<file path="config.mk">
export PLATFORM = sky130hd
export DESIGN_NAME = html_tag_strip_entity_decode_top
export DESIGN_NICKNAME = d
export VERILOG_FILES = /design/src/rtl/core/htsed_pkg.sv /design/src/rtl/core/htsed_emit.sv /design/src/rtl/core/htsed_seq.sv /design/src/rtl/core/html_tag_strip_entity_decode_top.sv
export VERILOG_INCLUDE_DIRS = /design/src /design/src/rtl/core
export SDC_FILE = /design/constraint.sdc
export NUM_CORES = 1
export LEC_CHECK = 0
export BUFFER_PORTS_ARGS = -buffer_cell sky130_fd_sc_hd__buf_4
export CELL_PAD_IN_SITES_DETAIL_PLACEMENT = 1
export CELL_PAD_IN_SITES_GLOBAL_PLACEMENT = 1
export CORE_MARGIN = 10
export CORE_UTILIZATION = 25
export DETAILED_ROUTE_END_ITERATION = 16
export PLACE_DENSITY = 0.57
export SYNTH_ARGS = -nofsm -noshare
export SYNTH_HDL_FRONTEND = slang
export SYNTH_SLANG_ARGS = --single-unit
</file>
<file path="constraint.sdc">
create_clock -name clk -period 8.1 [get_ports clk]
set_clock_uncertainty 0.2 [all_clocks]
set_input_delay 0.81 -clock clk [delete_from_list [all_inputs] [get_ports clk]]
set_output_delay 0.81 -clock clk [all_outputs]
set_load 0.01 [all_outputs]
</file>
<file path="src/rtl/core/html_tag_strip_entity_decode_top_defines.svh">
// Assertion macros shared by the HTML text extractor RTL.
// No dependencies; files that check their own logic include this header.
`ifndef HTML_TAG_STRIP_ENTITY_DECODE_TOP_DEFINES_SVH
`define HTML_TAG_STRIP_ENTITY_DECODE_TOP_DEFINES_SVH

// Same-cycle implication, clocked on clk and disabled while rst_n is low.
`define HTSED_ASSERT_IMP(lbl, ante, cons, msg) \
  lbl: assert property (@(posedge clk) disable iff (!rst_n) (ante) |-> (cons)) \
    else $error(msg);

// Next-cycle implication, clocked on clk and disabled while rst_n is low.
`define HTSED_ASSERT_NXT(lbl, ante, cons, msg) \
  lbl: assert property (@(posedge clk) disable iff (!rst_n) (ante) |=> (cons)) \
    else $error(msg);

`endif

</file>
<file path="src/rtl/core/htsed_pkg.sv">
// Package for the HTML text extractor: sequencer states, the request and
// response structs between sequencer and emitter, and the entity tables.
// No dependencies.
package htsed_pkg;

  localparam int NUM_ENT = 10;

  localparam logic [7:0] CH_AMP   = 8'h26;
  localparam logic [7:0] CH_LT    = 8'h3C;
  localparam logic [7:0] CH_GT    = 8'h3E;
  localparam logic [7:0] CH_SPACE = 8'h20;
  localparam logic [7:0] CH_TAB   = 8'h09;
  localparam logic [7:0] CH_CR    = 8'h0D;

  typedef enum logic [2:0] {
    ST_IDLE,
    ST_DEC,
    ST_FLUSH,
    ST_REP,
    ST_END
  } seq_state_t;

  typedef struct packed {
    logic       valid;
    logic [7:0] ch;
  } feed_req_t;

  typedef struct packed {
    logic valid;
    logic last;
  } fin_req_t;

  typedef struct packed {
    logic feed_done;
    logic fin_done;
  } emit_rsp_t;

  // Entity names, character k in byte k.
  function automatic logic [63:0] ent_name(input logic [3:0] e);
    logic [63:0] w;
    case (e)
      4'd0:    w = 64'h0000_003B_706D_6126;
      4'd1:    w = 64'h0000_0000_3B74_6C26;
      4'd2:    w = 64'h0000_0000_3B74_6726;
      4'd3:    w = 64'h0000_3B74_6F75_7126;
      4'd4:    w = 64'h0000_003B_3933_2326;
      4'd5:    w = 64'h0000_3B73_6F70_6126;
      4'd6:    w = 64'h0000_3B70_7362_6E26;
      4'd7:    w = 64'h003B_6873_6164_6D26;
      4'd8:    w = 64'h003B_6873_6164_6E26;
      4'd9:    w = 64'h3B70_696C_6C65_6826;
      default: w = 64'h0;
    endcase
    return w;
  endfunction

  function automatic logic [7:0] ent_char(input logic [3:0] e, input logic [2:0] pos);
    logic [63:0] w;
    w = ent_name(e);
    return w[{pos, 3'b000} +: 8];
  endfunction

  function automatic logic [3:0] ent_len(input logic [3:0] e);
    logic [3:0] n;
    case (e)
      4'd0:    n = 4'd5;
      4'd1:    n = 4'd4;
      4'd2:    n = 4'd4;
      4'd3:    n = 4'd6;
      4'd4:    n = 4'd5;
      4'd5:    n = 4'd6;
      4'd6:    n = 4'd6;
      4'd7:    n = 4'd7;
      4'd8:    n = 4'd7;
      4'd9:    n = 4'd8;
      default: n = 4'd0;
    endcase
    return n;
  endfunction

  // Replacement text, first byte in the low byte.
  function automatic logic [7:0] rep_char(input logic [3:0] e, input logic [1:0] idx);
    logic [23:0] w;
    case (e)
      4'd0:    w = 24'h000026;
      4'd1:    w = 24'h00003C;
      4'd2:    w = 24'h00003E;
      4'd3:    w = 24'h000022;
      4'd4:    w = 24'h000027;
      4'd5:    w = 24'h000027;
      4'd6:    w = 24'h000020;
      4'd7:    w = 24'h9480E2;
      4'd8:    w = 24'h9380E2;
      4'd9:    w = 24'hA680E2;
      default: w = 24'h0;
    endcase
    return w[{idx, 3'b000} +: 8];
  endfunction

  function automatic logic [1:0] rep_len(input logic [3:0] e);
    logic [1:0] n;
    case (e)
      4'd7, 4'd8, 4'd9: n = 2'd3;
      default:          n = 2'd1;
    endcase
    return n;
  endfunction

endpackage

</file>
<file path="src/rtl/core/htsed_emit.sv">
// Whitespace collapser and output stage of the HTML text extractor.
// Holds one result back so the final one can be marked. Uses htsed_pkg.
`include "html_tag_strip_entity_decode_top_defines.svh"

module htsed_emit import htsed_pkg::*; (
  input  logic       clk,
  input  logic       rst_n,
  input  feed_req_t  feed,
  input  fin_req_t   fin,
  output emit_rsp_t  rsp,
  output logic       out_valid,
  input  logic       out_ready,
  output logic [7:0] out_byte,
  output logic       out_has_char,
  output logic       out_last
);

  logic       pending_r, pending_nxt;
  logic       emitted_r, emitted_nxt;
  logic       held_v_r, held_v_nxt;
  logic [7:0] held_r, held_nxt;
  logic       out_v_r, out_v_nxt;
  logic [7:0] ob_r, ob_nxt;
  logic       oh_r, oh_nxt;
  logic       ol_r, ol_nxt;
  logic       slot_free;
  logic       emit_ok;
  logic       is_ws;

  assign slot_free = !out_v_r || out_ready;
  assign emit_ok   = !held_v_r || slot_free;
  assign is_ws     = (feed.ch == CH_SPACE) || ((feed.ch >= CH_TAB) && (feed.ch <= CH_CR));

  always_comb begin
    pending_nxt   = pending_r;
    emitted_nxt   = emitted_r;
    held_v_nxt    = held_v_r;
    held_nxt      = held_r;
    out_v_nxt     = out_v_r && !out_ready;
    ob_nxt        = ob_r;
    oh_nxt        = oh_r;
    ol_nxt        = ol_r;
    rsp.feed_done = 1'b0;
    rsp.fin_done  = 1'b0;
    if (feed.valid) begin
      if (is_ws) begin
        rsp.feed_done = 1'b1;
        if (emitted_r) begin
          pending_nxt = 1'b1;
        end
      end else if (emit_ok) begin
        if (held_v_r) begin
          out_v_nxt = 1'b1;
          ob_nxt    = held_r;
          oh_nxt    = 1'b1;
          ol_nxt    = 1'b0;
        end
        held_v_nxt = 1'b1;
        if (pending_r) begin
          // The collapsed space is held first; feed_done stays low, so the character is fed again.
          held_nxt    = CH_SPACE;
          pending_nxt = 1'b0;
        end else begin
          held_nxt      = feed.ch;
          emitted_nxt   = 1'b1;
          rsp.feed_done = 1'b1;
        end
      end
    end else if (fin.valid) begin
      if (fin.last) begin
        if (slot_free) begin
          out_v_nxt    = 1'b1;
          ob_nxt       = held_v_r ? held_r : 8'h00;
          oh_nxt       = held_v_r;
          ol_nxt       = 1'b1;
          held_v_nxt   = 1'b0;
          pending_nxt  = 1'b0;
          emitted_nxt  = 1'b0;
          rsp.fin_done = 1'b1;
        end
      end else if (!held_v_r) begin
        rsp.fin_done = 1'b1;
      end else if (slot_free) begin
        out_v_nxt    = 1'b1;
        ob_nxt       = held_r;
        oh_nxt       = 1'b1;
        ol_nxt       = 1'b0;
        held_v_nxt   = 1'b0;
        rsp.fin_done = 1'b1;
      end
    end
  end

  always_ff @(posedge clk) begin
    if (!rst_n) begin
      pending_r <= 1'b0;
      emitted_r <= 1'b0;
      held_v_r  <= 1'b0;
      out_v_r   <= 1'b0;
    end else begin
      pending_r <= pending_nxt;
      emitted_r <= emitted_nxt;
      held_v_r  <= held_v_nxt;
      out_v_r   <= out_v_nxt;
    end
  end

  always_ff @(posedge clk) begin
    held_r <= held_nxt;
    ob_r   <= ob_nxt;
    oh_r   <= oh_nxt;
    ol_r   <= ol_nxt;
  end

  assign out_valid    = out_v_r;
  assign out_byte     = ob_r;
  assign out_has_char = oh_r;
  assign out_last     = ol_r;

  `HTSED_ASSERT_NXT(a_doc_end_clears, fin.valid && fin.last && rsp.fin_done, !pending_r && !emitted_r && !held_v_r, "document end left whitespace state behind")
  `HTSED_ASSERT_NXT(a_text_marks_emitted, feed.valid && rsp.feed_done && !is_ws, emitted_r && held_v_r, "text byte did not reach the hold register")
  `HTSED_ASSERT_IMP(a_one_request, 1'b1, !(feed.valid && fin.valid), "feed and finish requested together")

endmodule

</file>
<file path="src/rtl/core/htsed_seq.sv">
// Sequencer of the HTML text extractor: tag stripping, entity look-ahead
// buffer with candidate matching, replay and replacement. Uses htsed_pkg.
`include "html_tag_strip_entity_decode_top_defines.svh"

module htsed_seq import htsed_pkg::*; #(
  parameter int DEPTH = 8
) (
  input  logic       clk,
  input  logic       rst_n,
  input  logic       in_valid,
  output logic       in_ready,
  input  logic [7:0] in_byte,
  input  logic       in_last,
  output feed_req_t  feed,
  output fin_req_t   fin,
  input  emit_rsp_t  rsp
);

  localparam int CW = $clog2(DEPTH + 1);
  localparam int IW = $clog2(DEPTH);

  seq_state_t         state_r, state_nxt;
  logic               inside_r, inside_nxt;
  logic               last_r, last_nxt;
  logic [7:0]         cur_r, cur_nxt;
  logic [CW-1:0]      count_r, count_nxt;
  logic [NUM_ENT-1:0] mask_r, mask_nxt;
  logic [IW-1:0]      fidx_r, fidx_nxt;
  logic               ret_end_r, ret_end_nxt;
  logic [3:0]         rsel_r, rsel_nxt;
  logic [1:0]         ridx_r, ridx_nxt;
  logic [7:0]         buf_r [DEPTH];
  logic               wr_en;
  logic [IW-1:0]      wr_idx;
  logic [NUM_ENT-1:0] cand;
  logic               full_hit;
  logic [3:0]         full_e;
  logic               prefix;
  logic               is_bracket;
  logic               take_in;
  logic               flush_end;
  logic               rep_end;

  assign is_bracket = (in_byte == CH_LT) || (in_byte == CH_GT);
  assign take_in    = is_bracket || !inside_r;
  assign flush_end  = (CW'(fidx_r) == (count_r - CW'(1)));
  assign rep_end    = (ridx_r == (rep_len(rsel_r) - 2'd1));

  // Candidate entities that the buffer plus the current byte still spell.
  always_comb begin
    cand     = '0;
    full_hit = 1'b0;
    full_e   = 4'd0;
    for (int e = 0; e < NUM_ENT; e++) begin
      cand[e] = mask_r[e] && (int'(count_r) < int'(ent_len(4'(e)))) &&
                (ent_char(4'(e), count_r[2:0]) == cur_r);
      if (cand[e] && (int'(count_r) + 1 == int'(ent_len(4'(e))))) begin
        full_hit = 1'b1;
        full_e   = 4'(e);
      end
    end
  end

  assign prefix = (|cand) && !full_hit && (int'(count_r) < DEPTH);

  always_comb begin
    state_nxt = state_r;
    case (state_r)
      ST_IDLE: begin
        if (in_valid) begin
          state_nxt = take_in ? ST_DEC : ST_END;
        end
      end
      ST_DEC: begin
        if (count_r == '0) begin
          if ((cur_r == CH_AMP) || rsp.feed_done) begin
            state_nxt = ST_END;
          end
        end else if (full_hit) begin
          state_nxt = ST_REP;
        end else if (prefix) begin
          state_nxt = ST_END;
        end else begin
          state_nxt = ST_FLUSH;
        end
      end
      ST_FLUSH: begin
        if (rsp.feed_done && flush_end) begin
          state_nxt = ret_end_r ? ST_END : ST_DEC;
        end
      end
      ST_REP: begin
        if (rsp.feed_done && rep_end) begin
          state_nxt = ST_END;
        end
      end
      ST_END: begin
        if (last_r && (count_r != '0)) begin
          state_nxt = ST_FLUSH;
        end else if (rsp.fin_done) begin
          state_nxt = ST_IDLE;
        end
      end
      default: state_nxt = ST_IDLE;
    endcase
  end

  always_comb begin
    inside_nxt  = inside_r;
    last_nxt    = last_r;
    cur_nxt     = cur_r;
    count_nxt   = count_r;
    mask_nxt    = mask_r;
    fidx_nxt    = fidx_r;
    ret_end_nxt = ret_end_r;
    rsel_nxt    = rsel_r;
    ridx_nxt    = ridx_r;
    wr_en       = 1'b0;
    wr_idx      = count_r[IW-1:0];
    feed.valid  = 1'b0;
    feed.ch     = cur_r;
    fin.valid   = 1'b0;
    fin.last    = last_r;
    in_ready    = 1'b0;
    case (state_r)
      ST_IDLE: begin
        in_ready = 1'b1;
        if (in_valid) begin
          last_nxt = in_last;
          cur_nxt  = is_bracket ? CH_SPACE : in_byte;
          if (in_byte == CH_LT) begin
            inside_nxt = 1'b1;
          end else if (in_byte == CH_GT) begin
            inside_nxt = 1'b0;
          end
        end
      end
      ST_DEC: begin
        if (count_r == '0) begin
          if (cur_r == CH_AMP) begin
            wr_en     = 1'b1;
            count_nxt = CW'(1);
            mask_nxt  = '1;
          end else begin
            feed.valid = 1'b1;
          end
        end else if (full_hit) begin
          count_nxt = '0;
          rsel_nxt  = full_e;
          ridx_nxt  = 2'd0;
        end else if (prefix) begin
          wr_en     = 1'b1;
          count_nxt = count_r + CW'(1);
          mask_nxt  = cand;
        end else begin
          fidx_nxt    = '0;
          ret_end_nxt = 1'b0;
        end
      end
      ST_FLUSH: begin
        feed.valid = 1'b1;
        feed.ch    = buf_r[fidx_r];
        if (rsp.feed_done) begin
          if (flush_end) begin
            count_nxt = '0;
          end else begin
            fidx_nxt = fidx_r + IW'(1);
          end
        end
      end
      ST_REP: begin
        feed.valid = 1'b1;
        feed.ch    = rep_char(rsel_r, ridx_r);
        if (rsp.feed_done) begin
          ridx_nxt = ridx_r + 2'd1;
        end
      end
      ST_END: begin
        if (last_r && (count_r != '0)) begin
          fidx_nxt    = '0;
          ret_end_nxt = 1'b1;
        end else begin
          fin.valid = 1'b1;
          if (rsp.fin_done && last_r) begin
            inside_nxt = 1'b0;
            count_nxt  = '0;
          end
        end
      end
      default: begin
        count_nxt = '0;
      end
    endcase
  end

  always_ff @(posedge clk) begin
    if (!rst_n) begin
      state_r  <= ST_IDLE;
      inside_r <= 1'b0;
      count_r  <= '0;
    end else begin
      state_r  <= state_nxt;
      inside_r <= inside_nxt;
      count_r  <= count_nxt;
    end
  end

  always_ff @(posedge clk) begin
    last_r    <= last_nxt;
    cur_r     <= cur_nxt;
    mask_r    <= mask_nxt;
    fidx_r    <= fidx_nxt;
    ret_end_r <= ret_end_nxt;
    rsel_r    <= rsel_nxt;
    ridx_r    <= ridx_nxt;
  end

  always_ff @(posedge clk) begin
    if (wr_en) begin
      buf_r[wr_idx] <= cur_r;
    end
  end

  `HTSED_ASSERT_IMP(a_count_bound, 1'b1, int'(count_r) <= DEPTH, "look-ahead count beyond buffer depth")
  `HTSED_ASSERT_IMP(a_rep_empty_buf, state_r == ST_REP, count_r == '0, "replacement while bytes remain buffered")
  `HTSED_ASSERT_NXT(a_busy_after_take, in_valid && in_ready, !in_ready && (state_r != ST_IDLE), "sequencer idle right after a transfer")

endmodule

</file>
<file path="src/rtl/core/html_tag_strip_entity_decode_top.sv">
// Top level of the HTML text extractor: tag stripping, entity decoding and
// whitespace collapsing. Uses htsed_pkg, htsed_seq and htsed_emit.
//
//  Channel  Direction  Handshake              Payload
//  in_      input      in_valid / in_ready    in_byte[7:0], in_last
//  out_     output     out_valid / out_ready  out_byte[7:0], out_has_char, out_last
//
// A plain byte passes through the transfer, a decode step and a closing step
// that hands the held result to the output register; a byte dropped inside a
// tag skips the decode step. A completed entity takes a matching step and then
// feeds each replacement byte. A broken entity takes a step to see the
// mismatch, replays each buffered byte and then decodes the new byte. The last
// byte of a document adds a flush of any bytes still buffered, and each
// collapsed space written before a character is fed as its own item first.
// Reset is synchronous on rst_n, active low, and clears all control state; no
// clearing pass is needed. A stalled output stalls the emitter once a result
// is held, and the sequencer waits; in_ready is high only while no byte is in work.
module html_tag_strip_entity_decode_top import htsed_pkg::*; #(
  parameter int ENTITY_BUFFER_DEPTH = 8
) (
  input  logic       clk,
  input  logic       rst_n,
  input  logic       in_valid,
  output logic       in_ready,
  input  logic [7:0] in_byte,
  input  logic       in_last,
  output logic       out_valid,
  input  logic       out_ready,
  output logic [7:0] out_byte,
  output logic       out_has_char,
  output logic       out_last
);

  // The sequencer turns each byte into a series of characters for the
  // emitter, then asks it to close the item; the last item of a document
  // also flushes any half-read entity first.
  feed_req_t feed;
  fin_req_t  fin;
  emit_rsp_t rsp;

  htsed_seq #(
    .DEPTH(ENTITY_BUFFER_DEPTH)
  ) u_seq (
    .clk      (clk),
    .rst_n    (rst_n),
    .in_valid (in_valid),
    .in_ready (in_ready),
    .in_byte  (in_byte),
    .in_last  (in_last),
    .feed     (feed),
    .fin      (fin),
    .rsp      (rsp)
  );

  // The emitter keeps one result in hand so that the final result of a
  // document can carry out_last, and it owns the output register that lets
  // a finished result wait while work goes on.
  htsed_emit u_emit (
    .clk          (clk),
    .rst_n        (rst_n),
    .feed         (feed),
    .fin          (fin),
    .rsp          (rsp),
    .out_valid    (out_valid),
    .out_ready    (out_ready),
    .out_byte     (out_byte),
    .out_has_char (out_has_char),
    .out_last     (out_last)
  );

endmodule
</file>
Word-level counts from Yosys, hierarchy flattened:

Memories as Yosys holds them, arrays and structs flattened. A register that Yosys moved wholly into a read port is not among the register bits.
Index checks and enable logic that the tools add are counted.

* bits in registers: 59
* bits in latches: 0
* RAM bits: 64
* memory bits (read-only): 240
* output and inout bits: 12
* word-level logic and storage cells: 327
* memories kept: 2

Memories
* (name not given): depth 16, width 15, read ports 1, clocked after memory_dff 0, write ports 0, line htsed_pkg.sv:84 `case (e)`
* u_seq.buf_r: depth 8, width 8, read ports 1, clocked after memory_dff 1, write ports 1, line htsed_seq.sv:32 `logic [7:0] buf_r [DEPTH];`

* add/sub/neg operators: 6
* multipliers: 0
* div/mod/pow operators: 0
* magnitude comparators: 7
* equal/unequal tests: 56
* shifts and indexed selects: 11
* muxes and demuxes: 143
* bitwise operators: 3
* reduce and logical (&&, ||, !) cells: 80

Operators by type and width (count)
* $shiftx 64x7->8 const A: 10
* $eq 32x4->1 const B: 4
* $mux 1: 84
* $eq 8x8->1: 10
* $mux 8: 10
* $mux 3: 22
* $mux 10: 4
* $logic_and 1x1->1: 38
* $eq 32x5->1 const B: 1
* $eq 8x6->1 const B: 4
* $mux 4: 8
* $mux 24: 1
* $shiftx 24x6->8: 1
* $ne 2x1->1 const B: 10
* $ne 2x2->1 const B: 10
* $reduce_and 5->1: 4
* $lt 4x3->1 const B: 4
* $pmux 4 s4: 1
* $pmux 8 s2: 1
* $reduce_bool 2->1: 8
* $pmux 3 s5: 1
* $reduce_and 7->1: 2
* $mux 2: 6
* $reduce_and 4->1: 3
* 36 further kinds: 59

Logic depth before layout (Yosys ltp):

* depth after elaboration: 23
* mapped depth: 16
* depth with buffers taken out: 14

Cells and area by module:

Synthesis repeated with hierarchy kept, for this count alone.

* cells, all modules: 671
* area total of the unflattened synthesis: 7424.6 sq um

By module, submodules not included
* htsed_seq: times used 1, cells each 595, area each 6459.9 sq um, sequential area each 3012.9 sq um
* htsed_emit: times used 1, cells each 76, area each 964.7 sq um, sequential area each 620.6 sq um

Worst setup path before layout:

OpenSTA, ideal clock, no wires.

* path type: reg-to-reg
* start point: register u_seq.count_r[0]
* end point: memory u_seq.buf_r[4][0], enable pin
* setup time: 383 ps
* data arrival time: 3593 ps
* setup slack: 3924 ps
* stages on the path, launching flop included: 15
* period minus slack after synthesis: 4176 ps
* cells stage by stage: dfxtp_1 -> buf_2 -> buf_2 -> inv_1 -> ha_1 -> buf_2 -> and2_1 -> o21a_1 -> o211a_2 -> and4_1 -> nor4_2 -> nand3b_4 -> o21ai_2 -> nand3b_4 -> nor3_1

* word-level cells in the longest chain between the ends: 23

RTL lines
* start, declared: line htsed_seq.sv:26 `logic [CW-1:0] count_r, count_nxt;`
* start signal, assigned: line htsed_seq.sv:204 `count_r <= count_nxt;`
* $shiftx 64x7->8 / $lt 4x3->1 (equally long branches): line htsed_pkg.sv:60, htsed_seq.sv:55
* $eq 8x8->1 / $logic_and 1x1->1 (equally long branches): line htsed_seq.sv:56, htsed_seq.sv:55
* $logic_and 1x1->1: line htsed_seq.sv:55 `cand[e] = mask_r[e] && (int'(count_r) < int'(ent_len(4'(e)))) &&`
* $logic_and 1x1->1: line htsed_seq.sv:57 `if (cand[e] && (int'(count_r) + 1 == int'(ent_len(4'(e))))) begin`
* $mux 1 (10 in a row): line htsed_seq.sv:57
* $logic_not 1->1: line htsed_seq.sv:64 `assign prefix = (|cand) && !full_hit && (int'(count_r) < DEPTH);`
* $logic_and 1x1->1 (2 in a row): line htsed_seq.sv:64
* $mux 1: line htsed_seq.sv:151 `end else if (prefix) begin`
* $mux 1: line htsed_seq.sv:147 `end else if (full_hit) begin`
* $mux 1: line htsed_seq.sv:139 `if (count_r == '0) begin`
* $mux 1: line htsed_seq.sv:125 `case (state_r)`
* $mux 1: line htsed_seq.sv:219 `if (wr_en) begin`
* $mux 1 (implied by the code): line htsed_seq.sv:220 `buf_r[wr_idx] <= cur_r;`
* end, declared: line htsed_seq.sv:32

Parallel ways exist; a longest one is shown, timed or not.

Worst setup path after layout:

* start point: register u_seq.count_r[0]
* end point: memory u_seq.buf_r[6][0], enable pin

The elaborated chain is that of the path after synthesis.

==> results.rst <==
.. list-table::
   :header-rows: 1

   * - Metric
     - Value
   * - CTS Buf Count
     - 17
   * - Primary FF master, synth
     - sky130_fd_sc_hd__edfxtp_1
   * - Maximum level of the CTS H-tree
     - 4
   * - Number of max-slew violations in the final report
     - 0
   * - Via density
     - between 4 and 5
   * - Post-synth EDFFs
     - 111
   * - Tcrit/Tclk final
     - roughly three fifths
   * - Leakage component of the power
     - 2.843 nW
   * - Kind of path behind the tightest hold check
     - flip-flop to flip-flop
   * - Overall fraction of global-route tracks in use
     - 11.70%
   * - Via count of the first global-routing pass
     - 5587
   * - CTS Root Cell
     - sky130_fd_sc_hd__clkbuf_16
   * - Number of nets with antenna violations after routing
     - 0
   * - Part of the Yosys area used for sequential elements
     - 48.11%
   * - Post-CTS setup buffer count
     - 0
   * - Critical setup path kind
     - flip-flop to flip-flop
   * - DIE HEIGHT
     - 193.8 um
   * - DRT Wirelength
     - 21.74 mm
   * - Buffers from clock root to sink, at most
     - 2
   * - Gate count after technology mapping
     - 664
   * - Worst setup timing slack at the placement stage
     - between 3 and 4 ns
   * - Area of the die
     - about 38000 um2
   * - TritonCTS clock tree
     - done
   * - Port-buffer cells
     - 24
   * - Unrepaired setup endpoints after global routing
     - no
   * - Final hold violation count
     - 0
   * - Total vias in the final route
     - 5320
   * - Seq cells post-synth
     - 126
   * - Worst-path cell with the longest stage delay
     - sky130_fd_sc_hd__nor3_1
   * - Reg2reg end
     - u_seq.buf_r[6][0]
   * - Clock network latency to the later pin of the worst-skew pair
     - 0.43 ns
   * - Initial drt markers
     - ~380
   * - Library cells used by synthesis
     - 92
   * - Placed Area
     - about 8000 um2
   * - Final antenna diode count
     - 0
   * - Fin Hold WS
     - 0.2720 ns
   * - Cell area after synthesis
     - approximately 7600 um2
   * - Total half-perimeter wirelength after legalization and detailed placement
     - roughly 15 mm
   * - Peak supply drop
     - 0.1688 mV
   * - Hold Buf Count CTS
     - 0
   * - Transition at the pin with the smallest max-transition slack
     - 1.244 ns
   * - CP Buf/Inv Count
     - 2
   * - WL/cell
     - 20.37 um
   * - Number of nets in the synthesized netlist
     - just under 700
   * - Endpoint class of the critical path
     - flip-flop
   * - Drt pass-1 iters
     - 5
   * - Std-Cell Rows
     - 63
   * - Cell-by-cell trace of the critical path
     - buf_4 > inv_1 > ha_1 > nor2b_1 > a21oi_1 > xnor2_1 > nor4_2 > nor3_1 > and4b_4 > o21ai_2 > nand3b_4 > nor3_1
   * - Clock-pin slew of the registers on the worst-case setup and hold paths
     - 0.06 ns
   * - # fillers
     - 3266
   * - Power density relative to cell area
     - 298.9 nW/um2
   * - Starting density of the core
     - 25.41%
   * - Period minus WS final
     - 5.009 ns
   * - Average footprint of a synthesized cell
     - between 10 and 15 um2
   * - Placed cells
     - 1035
   * - Non-filler cells in the finished layout
     - 1067
   * - Design Area, Final
     - 8613 um2
   * - Placer Congestion
     - around 0.87
   * - Relative area change from synthesis to final layout
     - 14.05%
   * - Total number of clock tree sinks
     - 126
   * - Pin count of the biggest net entering global routing
     - 53
   * - Overall power consumption
     - 2.575 mW
   * - IO Pins
     - 25
   * - Number of antenna violations at the first check in global routing
     - 0
   * - WHS Path Cells
     - 2
   * - First-pass GRT wire length
     - 34.67 mm
   * - Result of the run
     - completed
   * - Worst Path Required
     - 7.93 ns
   * - Reg2reg start
     - u_seq.count_r[0]
   * - FMAX
     - ~0.20 GHz
   * - Synth warn
     - 0
   * - Worst Hold Path EP
     - u_emit.emitted_r
   * - Sum of negative setup slack
     - 0 ns
   * - Chip width
     - roughly 190 um
   * - Data arrival time of the critical path
     - 4.84 ns
   * - Fraction of final layout cells sized beyond drive strength 1
     - about 18%
   * - Ys async rst share
     - 0%
   * - CTS-repair resized insts
     - 0
   * - Setup violation total in the final timing report
     - 0
   * - Share of the core filled with cells
     - 28.98%
   * - Most common cell type on the critical path
     - sky130_fd_sc_hd__nor3_1
   * - Total overflow reported by the global router
     - 0
   * - Largest stage delay on the critical path
     - about 0.97 ns
   * - R2R setup slack
     - 3.09 ns
   * - Max-cap violation count
     - 0
   * - Worst max-slew margin expressed relative to the limit
     - 16.46%
   * - Maximum fanout encountered on the critical timing path
     - 21
   * - Worst-case setup margin in the final layout
     - between 3 and 4 ns
   * - Cell count of the worst reg-to-reg path
     - 12
   * - Crit start category
     - flip-flop
   * - DRC violations left
     - 0
   * - Hold Startpoint
     - u_emit.emitted_r
   * - Core outline area
     - 29720 um2
   * - Number of nets in the finished design
     - 694
   * - Kind of cell adding the most delay to the critical path
     - simple AND/OR/NAND/NOR gates
==> where the power goes <==
| group | switching, mW | internal (mW) |
|---|---|---|
| Clock | 0.304 | 0.485 |
| Combinational | 0.464 | 0.344 |
| Sequential | 0.126 | 0.853 |
| Total | 0.894 | 1.68 |
==> state kept, by name, indices dropped and copies added (netlist names), named ones only <==
signal               flops
u_seq.buf_r             64
u_emit.out_last          1
u_seq.fidx_r             3
u_emit.emitted_r         1
u_emit.out_byte          8
u_seq.cur_r              8
u_seq.count_r            4
u_seq.ret_end_r          1
u_seq.rsel_r             4
u_seq.ridx_r             2
u_seq.inside_r           1
u_emit.pending_r         1
u_seq.state_r            3
u_seq.mask_r            10
u_emit.out_valid         1
u_emit.out_has_char      1
u_emit.held_v_r          1
u_emit.held_r            8
u_seq.last_r             1
==> worst max-delay path by stage <==
stage | from | end | slack [ns] | cells past startpoint
finish | u_seq.count_r[0] | u_seq.buf_r[6][0] | 3.09 | 12
global route | u_seq.count_r[1] | u_seq.buf_r[5][0] | 2.72 | 12
global placement | u_seq.count_r[0] | u_seq.buf_r[6][4] | 3.13 | 12
CTS | u_seq.count_r[0] | u_seq.buf_r[6][6] | 3.08 | 12
floorplan | u_seq.count_r[0] | u_seq.buf_r[4][0] | 3.92 | 14
detailed placement | u_seq.count_r[0] | u_seq.buf_r[6][4] | 3.09 | 12
==> synthesized netlist by cell type, drive strengths merged (19+ instances only) <==
| cell type | count | share of area [%] |
|---|---|---|
| xnor2 | 22 | 2.6 |
| buf | 30 | 2.4 |
| inv | 20 | 0.99 |
| nand2 | 42 | 2.1 |
| nand3 | 22 | 1.5 |
| a21oi | 20 | 1.4 |
| nor2 | 40 | 2.0 |
| mux2i | 19 | 2.6 |
| clkbuf | 21 | 1.0 |
| edfxtp | 111 | 44 |
| o21ai | 33 | 2.3 |
| nor2b | 24 | 2.0 |
==> cells by family after synthesis <==
| kind of cell | share of synthesized area (%) |
|---|---|
| fa+ha+maj | 2.816 |
| xor+xnor | 3.479 |
| mux | 8.234 |
| buf+inv | 4.457 |
| simple gates | 20.58 |
| compound gates | 12.33 |
| flops | 48.11 |
==> final cells by class <==
type                            instances  area, um2  area share (%)
Clock buffer                           19      432.9           5.026
Clock inverter                         13      160.2           1.859
Inverter                               20      75.07          0.8716
Multi-Input combinational cell        467       3582           41.59
Sequential cell                       126       3635           42.20
Tap cell                              390      488.0           5.665
Timing Repair Buffer                   32      240.2           2.789
==> worst reg2reg max path: stages (launching register included) <==
cell and delay, ns:
sky130_fd_sc_hd__dfxtp_1 0.29, sky130_fd_sc_hd__buf_4 0.20, sky130_fd_sc_hd__inv_1 0.30, sky130_fd_sc_hd__ha_1 0.65, sky130_fd_sc_hd__nor2b_1 0.35, sky130_fd_sc_hd__a21oi_1 0.09
sky130_fd_sc_hd__xnor2_1 0.16, sky130_fd_sc_hd__nor4_2 0.61, sky130_fd_sc_hd__nor3_1 0.15, sky130_fd_sc_hd__and4b_4 0.27, sky130_fd_sc_hd__o21ai_2 0.20, sky130_fd_sc_hd__nand3b_4 0.16
sky130_fd_sc_hd__nor3_1 0.97
==> layout by cell type, fill, tap and decap left out, drive strengths merged, types with 8 or more instances in the layout <==
| cell | n |
|---|---|
| ha | 17 |
| o21ai | 33 |
| xnor2 | 22 |
| dfxtp | 15 |
| mux4 | 16 |
| clkbuf | 19 |
| nand2 | 42 |
| nor3 | 16 |
| mux2i | 19 |
| o31ai | 9 |
| nor2b | 24 |
| nand3 | 22 |
| nor2 | 40 |
| a21oi | 20 |
| nor3b | 9 |
| nand2b | 14 |
| inv | 24 |
| and3 | 10 |
| edfxtp | 111 |
| and2 | 14 |
| xor2 | 8 |
| nand3b | 9 |
| buf | 32 |
==> routing by layer <==
metal / wire [um] / track usage, % / part of all wire, % / up-vias
met1: 9536 / 14.45 / 44 / 2667
met3: 802 / 2.663 / 3.7 / 30
met5: 0 / 0 / 0 / -
li1: - / - / - / 2517
met4: 522 / 4.292 / 2.4 / 0
met2: 10880 / 19.47 / 50 / 106
No activity file was read; power rests on OpenSTA's default activity.
